--- config.mk ---
export PLATFORM = sky130hd
export DESIGN_NAME = source_text_tokenizer_core
export DESIGN_NICKNAME = d
export VERILOG_FILES = /design/src/rtl/sttk_pkg.sv /design/src/rtl/source_text_tokenizer_core.sv
export VERILOG_INCLUDE_DIRS = /design/src /design/src/rtl
export SDC_FILE = /design/constraint.sdc
export NUM_CORES = 1
export LEC_CHECK = 0
export BUFFER_PORTS_ARGS = -buffer_cell sky130_fd_sc_hd__buf_2
export CORE_ASPECT_RATIO = 2
export CORE_MARGIN = 10
export CORE_UTILIZATION = 64
export CTS_BUF_LIST = sky130_fd_sc_hd__clkbuf_4
export CTS_CLUSTER_DIAMETER = 80
export DETAILED_ROUTE_END_ITERATION = 8
export PLACE_DENSITY = 0.86
export SYNTH_ARGS = -nofsm -noshare
export SYNTH_HDL_FRONTEND = slang
export SYNTH_SLANG_ARGS = --single-unit
--- constraint.sdc ---
create_clock -name clock -period 5.5 [get_ports clock]
set_input_delay 0.825 -clock clock [delete_from_list [all_inputs] [get_ports clock]]
set_output_delay 0.825 -clock clock [all_outputs]
set_load 0.01 [all_outputs]
--- src/rtl/source_text_tokenizer_core_defines.svh ---
// Assertion macros for the tokenizer RTL.
`ifndef SOURCE_TEXT_TOKENIZER_CORE_DEFINES_SVH
`define SOURCE_TEXT_TOKENIZER_CORE_DEFINES_SVH

// A condition that must hold at every clock edge outside reset.
`define STTK_CHECK(name, cond, msg) \
   name: assert property (@(posedge clock) disable iff (reset) (cond)) else $error(msg);

// A condition that must hold in the cycle after a trigger, outside reset.
`define STTK_NEXT(name, ante, cons, msg) \
   name: assert property (@(posedge clock) disable iff (reset) (ante) |=> (cons)) \
      else $error(msg);

`endif

--- src/rtl/sttk_pkg.sv ---
package sttk_pkg;

   localparam int MAX_TOKEN_LEN = 255;
   localparam int MAX_LINE      = 65535;
   localparam int MAX_COLUMN    = 65535;

   // Result queue geometry.
   localparam int FIFO_DEPTH = 4;
   localparam int PTR_W      = 2;
   localparam int CNT_W      = 3;

   localparam logic [7:0] CHAR_NUL    = 8'h00;
   localparam logic [7:0] CHAR_FF_END = 8'hFF;
   localparam logic [7:0] CHAR_SPACE  = 8'h20;
   localparam logic [7:0] CHAR_TAB    = 8'h09;
   localparam logic [7:0] CHAR_NL     = 8'h0A;
   localparam logic [7:0] CHAR_VT     = 8'h0B;
   localparam logic [7:0] CHAR_FEED   = 8'h0C;
   localparam logic [7:0] CHAR_COLON  = 8'h3A;
   localparam logic [7:0] CHAR_POINT  = 8'h2E;
   localparam logic [7:0] CHAR_UNDER  = 8'h5F;
   localparam logic [7:0] CHAR_LPAREN = 8'h28;
   localparam logic [7:0] CHAR_RPAREN = 8'h29;
   localparam logic [7:0] CHAR_LBRACE = 8'h7B;
   localparam logic [7:0] CHAR_RBRACE = 8'h7D;
   localparam logic [7:0] CHAR_PLUS   = 8'h2B;
   localparam logic [7:0] CHAR_MINUS  = 8'h2D;
   localparam logic [7:0] CHAR_SLASH  = 8'h2F;
   localparam logic [7:0] CHAR_STAR   = 8'h2A;
   localparam logic [7:0] CHAR_COMMA  = 8'h2C;

   typedef enum logic [1:0] {
      MODE_IDLE    = 2'd0,
      MODE_NUMBER  = 2'd1,
      MODE_IDENT   = 2'd2,
      MODE_COMMENT = 2'd3
   } mode_type;

   typedef enum logic [3:0] {
      KIND_END    = 4'd0,
      KIND_NUMBER = 4'd1,
      KIND_IDENT  = 4'd2,
      KIND_LPAREN = 4'd3,
      KIND_RPAREN = 4'd4,
      KIND_LBRACE = 4'd5,
      KIND_RBRACE = 4'd6,
      KIND_PLUS   = 4'd7,
      KIND_MINUS  = 4'd8,
      KIND_DIVIDE = 4'd9,
      KIND_TIMES  = 4'd10,
      KIND_COMMA  = 4'd11,
      KIND_ERROR  = 4'd12
   } kind_type;

   typedef enum logic [2:0] {
      CAUSE_NONE        = 3'd0,
      CAUSE_BAD_START   = 3'd1,
      CAUSE_BAD_NUMBER  = 3'd2,
      CAUSE_SECOND_PT   = 3'd3,
      CAUSE_BAD_IDENT   = 3'd4
   } cause_type;

   typedef struct packed {
      kind_type    kind;
      cause_type   cause;
      logic [15:0] line;
      logic [15:0] column;
      logic [7:0]  length;
      logic        last;
   } rsp_type;

endpackage

--- src/rtl/source_text_tokenizer_core.sv ---
// A result is written to the queue when the byte that causes it is transferred.
// Throughput: one byte per cycle while req_ready is high; a byte that causes two
// results needs two output transfers, absorbed by a four-entry result queue that
// holds req_ready low when fewer than two entries are free.
// Reset (synchronous, active high) empties the queue and returns the scanner to
// idle at line 1, column 1.
module source_text_tokenizer_core
   import sttk_pkg::*;
(
   input  logic        clock,
   input  logic        reset,
   input  logic        req_valid,
   output logic        req_ready,
   input  logic [7:0]  req_char_byte,
   output logic        rsp_valid,
   input  logic        rsp_ready,
   output logic [3:0]  rsp_token_kind,
   output logic [2:0]  rsp_error_cause,
   output logic [15:0] rsp_line_number,
   output logic [15:0] rsp_column_number,
   output logic [7:0]  rsp_token_length,
   output logic        rsp_last_of_run
);

`include "source_text_tokenizer_core_defines.svh"

   // Scanner state. The column register always holds the column of the next byte.
   mode_type    mode_ff,  mode_in;
   logic [15:0] line_ff,  line_in;
   logic [15:0] col_ff,   col_in;
   logic [15:0] start_ff, start_in;
   logic [7:0]  len_ff,   len_in;
   logic        pt_ff,    pt_in;

   // Result queue. Every byte is scanned in the cycle it is transferred and its
   // results land in the queue, which is the output register of the block.
   rsp_type            q_ff [FIFO_DEPTH];
   logic [PTR_W-1:0]   head_ff, head_in;
   logic [PTR_W-1:0]   tail_ff, tail_in;
   logic [CNT_W-1:0]   count_ff, count_in;

   logic c_digit, c_letter, c_blank, c_end, c_nl, c_colon, c_point, c_under;
   logic c_op, c_stop, c_word;
   kind_type    single_kind;
   logic        single_hit;

   logic [15:0] col_adv;
   logic [15:0] line_adv;
   logic [7:0]  len_grow;

   logic    do_idle;
   logic    r0_v, r1_v, ir_v;
   rsp_type r0, r1, ir;
   logic    accept, pop;
   logic [1:0] push_n;

   // Byte classification.
   always_comb begin
      c_digit  = (req_char_byte >= 8'h30) && (req_char_byte <= 8'h39);
      c_letter = ((req_char_byte >= 8'h61) && (req_char_byte <= 8'h7A)) ||
                 ((req_char_byte >= 8'h41) && (req_char_byte <= 8'h5A));
      c_blank  = (req_char_byte == CHAR_SPACE) || (req_char_byte == CHAR_TAB) ||
                 (req_char_byte == CHAR_VT) || (req_char_byte == CHAR_FEED);
      c_end    = (req_char_byte == CHAR_NUL) || (req_char_byte == CHAR_FF_END);
      c_nl     = (req_char_byte == CHAR_NL);
      c_colon  = (req_char_byte == CHAR_COLON);
      c_point  = (req_char_byte == CHAR_POINT);
      c_under  = (req_char_byte == CHAR_UNDER);
      c_op     = (req_char_byte == CHAR_PLUS) || (req_char_byte == CHAR_MINUS) ||
                 (req_char_byte == CHAR_STAR) || (req_char_byte == CHAR_SLASH);
      // Bytes that close a number; an identifier is also closed by a right paren.
      c_stop   = c_end || c_blank || c_nl || c_op || c_colon ||
                 (req_char_byte == CHAR_LPAREN) || (req_char_byte == CHAR_COMMA);
      c_word   = c_letter || c_digit || c_under;

      single_hit = 1'b1;
      case (req_char_byte)
         CHAR_LPAREN: single_kind = KIND_LPAREN;
         CHAR_RPAREN: single_kind = KIND_RPAREN;
         CHAR_LBRACE: single_kind = KIND_LBRACE;
         CHAR_RBRACE: single_kind = KIND_RBRACE;
         CHAR_PLUS:   single_kind = KIND_PLUS;
         CHAR_MINUS:  single_kind = KIND_MINUS;
         CHAR_SLASH:  single_kind = KIND_DIVIDE;
         CHAR_STAR:   single_kind = KIND_TIMES;
         CHAR_COMMA:  single_kind = KIND_COMMA;
         default: begin
            single_kind = KIND_ERROR;
            single_hit  = 1'b0;
         end
      endcase
   end

   // Saturating counters.
   assign col_adv  = (col_ff == 16'(MAX_COLUMN)) ? col_ff : col_ff + 16'd1;
   assign line_adv = (line_ff == 16'(MAX_LINE)) ? line_ff : line_ff + 16'd1;
   assign len_grow = (len_ff == 8'(MAX_TOKEN_LEN)) ? len_ff : len_ff + 8'd1;

   // Next scanner state and up to two results for the byte at the input.
   always_comb begin
      mode_in  = mode_ff;
      line_in  = line_ff;
      col_in   = col_ff;
      start_in = start_ff;
      len_in   = len_ff;
      pt_in    = pt_ff;
      do_idle  = 1'b0;
      r0_v     = 1'b0;
      r0       = '{kind: KIND_END, cause: CAUSE_NONE, line: line_ff, column: start_ff,
                   length: len_ff, last: 1'b0};
      ir_v     = 1'b0;
      ir       = '{kind: KIND_END, cause: CAUSE_NONE, line: line_ff, column: col_ff,
                   length: 8'd0, last: 1'b0};

      unique case (mode_ff)
         MODE_NUMBER: begin
            if (c_stop) begin
               r0_v    = 1'b1;
               r0.kind = KIND_NUMBER;
               pt_in   = 1'b0;
               len_in  = 8'd0;
               do_idle = 1'b1;
            end else if (c_digit || (c_point && !pt_ff)) begin
               len_in = len_grow;
               col_in = col_adv;
               if (c_point) begin
                  pt_in = 1'b1;
               end
            end else begin
               r0_v     = 1'b1;
               r0.kind  = KIND_ERROR;
               r0.cause = c_point ? CAUSE_SECOND_PT : CAUSE_BAD_NUMBER;
               r0.length = len_grow;
               col_in   = col_adv;
               mode_in  = MODE_IDLE;
               pt_in    = 1'b0;
               len_in   = 8'd0;
            end
         end
         MODE_IDENT: begin
            if (c_stop || (req_char_byte == CHAR_RPAREN)) begin
               r0_v    = 1'b1;
               r0.kind = KIND_IDENT;
               pt_in   = 1'b0;
               len_in  = 8'd0;
               do_idle = 1'b1;
            end else if (c_word) begin
               len_in = len_grow;
               col_in = col_adv;
            end else begin
               r0_v      = 1'b1;
               r0.kind   = KIND_ERROR;
               r0.cause  = CAUSE_BAD_IDENT;
               r0.length = len_grow;
               col_in    = col_adv;
               mode_in   = MODE_IDLE;
               pt_in     = 1'b0;
               len_in    = 8'd0;
            end
         end
         MODE_COMMENT: begin
            if (c_end || c_nl) begin
               do_idle = 1'b1;
            end else begin
               col_in = col_adv;
            end
         end
         default: begin
            do_idle = 1'b1;
         end
      endcase

      // Idle handling of the byte; the column here is still the byte's own.
      if (do_idle) begin
         mode_in = MODE_IDLE;
         if (c_end) begin
            ir_v = 1'b1;
         end else if (c_blank) begin
            col_in = col_adv;
         end else if (c_nl) begin
            line_in = line_adv;
            col_in  = 16'd1;
         end else if (c_colon) begin
            mode_in = MODE_COMMENT;
            col_in  = col_adv;
         end else if (c_digit || c_point || c_letter || c_under) begin
            mode_in  = (c_digit || c_point) ? MODE_NUMBER : MODE_IDENT;
            start_in = col_ff;
            len_in   = 8'd1;
            pt_in    = c_point;
            col_in   = col_adv;
         end else begin
            ir_v      = 1'b1;
            ir.kind   = single_kind;
            ir.cause  = single_hit ? CAUSE_NONE : CAUSE_BAD_START;
            ir.length = 8'd1;
            col_in    = col_adv;
         end
      end

      // Pack the results in order and mark the final one of the run.
      if (r0_v) begin
         r1_v    = ir_v;
         r1      = ir;
         r1.last = 1'b1;
         r0.last = !ir_v;
      end else begin
         r0_v    = ir_v;
         r0      = ir;
         r0.last = 1'b1;
         r1_v    = 1'b0;
         r1      = ir;
      end
   end

   // Queue control. Input is taken only while two entries are free, so both
   // results of any byte always fit.
   assign req_ready = (count_ff <= CNT_W'(FIFO_DEPTH - 2));
   assign accept    = req_valid && req_ready;
   assign rsp_valid = (count_ff != '0);
   assign pop       = rsp_valid && rsp_ready;
   assign push_n    = accept ? ({1'b0, r0_v} + {1'b0, r1_v}) : 2'd0;

   assign head_in  = pop ? head_ff + PTR_W'(1) : head_ff;
   assign tail_in  = tail_ff + PTR_W'(push_n);
   assign count_in = count_ff + CNT_W'(push_n) - CNT_W'(pop);

   always_ff @(posedge clock) begin
      if (reset) begin
         mode_ff  <= MODE_IDLE;
         line_ff  <= 16'd1;
         col_ff   <= 16'd1;
         start_ff <= 16'd1;
         len_ff   <= 8'd0;
         pt_ff    <= 1'b0;
         head_ff  <= '0;
         tail_ff  <= '0;
         count_ff <= '0;
      end else begin
         if (accept) begin
            mode_ff  <= mode_in;
            line_ff  <= line_in;
            col_ff   <= col_in;
            start_ff <= start_in;
            len_ff   <= len_in;
            pt_ff    <= pt_in;
         end
         head_ff  <= head_in;
         tail_ff  <= tail_in;
         count_ff <= count_in;
      end
   end

   // Queue payload needs no reset.
   always_ff @(posedge clock) begin
      if (accept && r0_v) begin
         q_ff[tail_ff] <= r0;
      end
      if (accept && r1_v) begin
         q_ff[tail_ff + PTR_W'(1)] <= r1;
      end
   end

   assign rsp_token_kind    = q_ff[head_ff].kind;
   assign rsp_error_cause   = q_ff[head_ff].cause;
   assign rsp_line_number   = q_ff[head_ff].line;
   assign rsp_column_number = q_ff[head_ff].column;
   assign rsp_token_length  = q_ff[head_ff].length;
   assign rsp_last_of_run   = q_ff[head_ff].last;

   // The queue never holds more entries than it has.
   `STTK_CHECK(a_count_bound, count_ff <= CNT_W'(FIFO_DEPTH), "result queue overflow")
   // Line and column counters never fall to zero.
   `STTK_CHECK(a_pos_nonzero, (line_ff != 16'd0) && (col_ff != 16'd0), "position counter is zero")
   // Outside a token no length or point is carried.
   `STTK_CHECK(a_no_token_len,
      !((mode_ff == MODE_IDLE) || (mode_ff == MODE_COMMENT)) || ((len_ff == 8'd0) && !pt_ff),
      "token length kept outside a token")
   // A transferred byte that emits results raises the queue fill unless it drains.
   `STTK_NEXT(a_push_seen, accept && (push_n != 2'd0) && !pop, count_ff != '0,
      "result lost on push")

endmodule

## Word level (Yosys, flattened, before mapping)

Memory sizes are Yosys's and may differ from the RTL's. A register that Yosys moved wholly into a read port is not among the register bits.
Cells that the tools add are included.

- Add/subtract/negate cells: 9
- Order comparisons: 7
- Eq/ne operators: 28
- Mux-type cells: 100
- Bitwise operators: 5
- Reduce and logical (&&, ||, !) cells: 39

Operators by type and width:

| operator | number |
|---|---|
| 16-bit two-way mux | 8 |
| 8-bit two-way mux | 15 |
| 8-bit by 6-bit == test with 1-bit output, second input constant | 10 |
| 7-bit two-way mux | 8 |
| 16-bit case mux with 3 select lines | 1 |
| 47-bit two-way mux | 1 |
| 1-bit two-way mux | 41 |
| 4-bit case mux with 9 select lines | 1 |
| 16-bit by 1-bit adder with 16-bit output, second input constant | 2 |
| 16-bit == test, second input constant | 2 |
| 8-bit by 4-bit == test with 1-bit output, second input constant | 4 |
| 8-bit case mux with 2 select lines | 2 |
| 2-bit two-way mux | 14 |
| 8-bit by 7-bit == test with 1-bit output, second input constant | 3 |
| 1-bit logical OR | 22 |
| 8-bit == test, second input constant | 2 |
| 8-bit by 7-bit greater-or-equal comparator with 1-bit output, second input constant | 2 |
| 8-bit by 7-bit <= comparator with 1-bit output, second input constant | 2 |
| 7-bit case mux with 2 select lines | 1 |
| 3-bit != test, second input constant | 4 |
| 6-bit AND reduction | 2 |
| 9-bit OR reduction | 1 |
| 8-bit by 1-bit adder with 8-bit output, second input constant | 1 |
| 8-bit by 6-bit greater-or-equal comparator with 1-bit output, second input constant | 1 |
| 20 further kinds | 38 |

- Register bits after elaboration: 66
- RAM bits: 192
- Bits of input ports: 12
- Memories: 1

Memory list:

| name | depth | width | read ports | clocked after Yosys merged registers in | wr ports | RTL line | text |
|---|---|---|---|---|---|---|---|
| q_ff | 4 | 48 | 1 | 1 | 2 | source_text_tokenizer_core.sv:37 | `rsp_type q_ff [FIFO_DEPTH];` |

## Depth between registers and ports, before layout

- Word-level depth: 19
- Mapped depth: 19
- Depth with buffers taken out: 15

## Least setup slack after synthesis

No wires, ideal clock.

- Path type: input-to-reg
- Start: in req_char_byte[4]
- End: mem q_ff[2][0] (netlist name) (enable)
- Arrival: 4631 ps
- Slack: 454 ps
- Cell stages on the path: 16
- Path buffers: 5
- Cells stage by stage: buf_6 -> or3_1 -> buf_2 -> nor4b_4 -> a211o_1 -> buf_6 -> o21a_1 -> buf_6 -> o31a_1 -> inv_1 -> ha_1 -> nor2_1 -> nand2_1 -> and2_1 -> inv_1 -> clkbuf_1

RTL lines:

| what | RTL line | text |
|---|---|---|
| from (decl) | source_text_tokenizer_core.sv:14 | `input logic [7:0] req_char_byte,` |
| to (decl) | source_text_tokenizer_core.sv:37 |  |

==> flow_summary.ini <==
[yosys]
synth_compound_area_share_pct = 16.4
yosysSeqAreaShare_pct = 53.5
yosys.area_share.simple_pct = 14.9
ys_types = 80
synthMuxAreaShare_pct = 8.62
async_flop_share_pct = 0
synth_area_um2 = 12700
syn_inst = 1104
synth_edf_count = 156
ys_ff_latch = 260
syn_area_per_cell_um2 = 11.5
synth_top_family_by_area = compound AO/OA/AOI/OAI gates
synth_fa_ha_area_share_pct = 1.54
yosys_warnings = 0
synth_fp_nets = 1131
synth_xor_area_share_pct = 1.52
synthFlopType = edfxtp_1

[worst_setup_path]
crit_path_start_kind = input port
worstSetupPathType = in2reg
cp-startpoint = req_char_byte[4]
reg2reg_from = mode_ff[1]
cp.depth = 14
rr_worst_depth = 13
path_delay_family = simple AND/OR/NAND/NOR gates
worstPathArrival_ns = 4.52
cp_slowest_cell = or3_1
rr_endpoint = q_ff[2][19]
end_kind = flip-flop
cp-endpoint = q_ff[2][19]
critPathMaxFanout = 50
reg2reg_slack_ns = 1.50
cp_cell_sequence = buf_2 -> or3_1 -> nor4b_4 -> a211o_1 -> o21a_1 -> o31a_1 -> inv_1 -> ha_1 -> nor2_1 -> nand2_1 -> buf_4 -> and2_1 -> inv_2 -> buf_12
cpPeakStageDelay_ns = 0.52
cp_num_buf_inv = 5
required_ns = 5.82

[place]
dp_hpwl_um = 21600
pre_cts_ws_ns = 0.742
dp_cells = 1374
portBuffers = 61
routabilityCongestion = 0.947

[cts]
clock_latency_ns = 0.71
clock-sinks = 260
cts_setup_buffers = 0
ctsHtreeMaxLevel = 2
clk_pin_slew_ns = 0.07
hold_buffers = 0
cts_max_path_buffers = 3
cts_inserted_buffers = 53
cts_resized = 0
cts_tree = done
cts_root_buf = clkbuf_4

[route]
detail-route-antenna-nets = 0
viasPerCell = 6.48
first_pass_iters = 6
drc = 0
drt_wl_total_um = 31300
wl_per_cell_um = 21.3
route.met2.wl_um = 17400
vias = 9544
wl_met3_um = 2090
routed.top_layer = met4
drt-initial-drc-count = 908
wl_met1_um = 10200

[sta]
finalSetupTns_ns = 0
period_minus_slack_ns = 4.20
final.period_utilization_pct = 76.4
hold_violations = 0
max_freq_mhz = 238
grt_setup_unrepaired = false
setup_ws_ns = 1.30
worst_pin_slew_ns = 0.985
maxSlewHeadroom_pct = 34.3
setup_viol = 0
finalMaxSlewViolations = 0
fin_skew_ns = 0.0742

[die]
start_util_pct = 65.3
dieArea_um2 = 26100
design.core.area_um2 = 19400
die_h_um = 219
io_pins = 62
die_width_um = 119
rows = 72

[power]
finalPower_mw = 4.68
ir_drop_mv = 0.245
power.density_nw_per_um2 = 338
leakagePower_nw = 4.90

[grt]
gr-total-overflow = 0
antenna_found_initial = 1
grt_max_degree = 52
grt_usage_pct = 23.7
grt_pass1_wl_um = 49400
grt_pass1_vias = 9572

[finish]
nets = 1197
final_core_util_pct = 71.4
layout-drive-gt1-share_pct = 20.1
syn_to_final_growth_pct = 9.31
final_cells = 1473

[min_path]
hold_depth = 2
hold_path_class = reg2reg

[status]
status = finished, final reports clean

[job]
drv_cap = 0
## cells in the final DEF (no fill, tap or decap), drive strengths merged, types with 26 or more instances in the layout
cell type    n
and2        53
inv         26
nand3       44
nor2b       26
a22o        71
a21oi       48
nor2        64
edfxtp     156
nor3        26
buf         85
mux4        48
clkbuf      65
o22ai       28
nand2      101
clkinv      31
o21ai       68
dfxtp      104
## per-layer routing
| layer | GRT usage (%) | vias to the layer above |
|---|---|---|
| met5 | 0 | - |
| met4 | 13.9 | 0 |
| met3 | 3.34 | 127 |
| met2 | 44.9 | 466 |
| met1 | 23.9 | 4595 |
| li1 | - | 4356 |
## where the power goes
part           internal, mW  switching (mW)  leakage, nW  total (mW)
Clock                 0.661           0.729        0.393        1.39
Sequential             2.17           0.156         2.46        2.33
Combinational         0.433           0.528         2.04       0.962
Total                  3.27            1.41         4.90        4.68
## flip-flops by register name (all words and copies together) (netlist names), named ones only
register and flops:
q_ff 192, col_ff 16, line_ff 16, start_ff 16, len_ff 8, count_ff 3
head_ff 2, mode_ff 2, tail_ff 2, pt_ff 1
## per-stage QoR
step           instance area (um^2)  hold WS (ns)
2_1_floorplan                 12700         0.420
3_3_place_gp                  13200         0.428
3_5_place_dp                  13200         0.442
4_1_cts                       13800         0.459
5_1_grt                       13800         0.486
6_report                      13800         0.458
## cell usage after synthesis, types with 9 or more instances
cell	count	area (um^2)
a22o_1	71	622
mux4_2	48	1080
and3_1	9	56.3
dfxtp_1	104	2080
nand4_1	10	62.6
xnor2_1	15	131
buf_1	13	48.8
clkbuf_1	39	146
o21ai_0	57	285
buf_2	12	60.1
or3_1	9	56.3
nor2_1	59	221
nand3_1	44	220
a21o_1	9	67.6
nor3_1	24	120
inv_1	26	97.6
nand2_1	101	379
edfxtp_1	156	4680
a21oi_1	48	240
o22ai_1	28	175
ha_1	14	175
and2_1	51	319
nor2b_1	26	163
## area by class of cell
| type | instances | area (um^2) |
|---|---|---|
| Tap cell | 259 | 324 |
| Multi-Input combinational cell | 744 | 5440 |
| Clock inverter | 33 | 184 |
| Timing Repair Buffer | 85 | 523 |
| Antenna cell | 1 | 2.50 |
| Clock buffer | 65 | 488 |
| Fill cell | 1335 | 5540 |
| Inverter | 26 | 97.6 |
| Sequential cell | 260 | 6770 |
## worst min-delay path, stage by stage, from the launching register on
cell and delay [ns]:
dfxtp_1 0.33, nand2_1 0.04, o21ai_0 0.06
## worst min-delay path by stage
stage           startpoint           to
2_1_floorplan   q_ff[1][2]   q_ff[1][2]
3_3_place_gp   q_ff[3][42]  q_ff[3][42]
3_5_place_dp    q_ff[3][2]   q_ff[3][2]
4_1_cts         q_ff[3][2]   q_ff[3][2]
5_1_grt         q_ff[1][6]   q_ff[1][6]
6_report        q_ff[3][2]   q_ff[3][2]
## kinds of logic after synthesis
family                     after synthesis
adders and majority gates               15
DFF                                    260
and+or+nand+nor                        369
muxes                                   49
xor gates and xnor gates                22
AOI/OAI and AO/OA                      289
buffers and inverters                  100
Note: power is estimated with default switching activity, not from simulation.
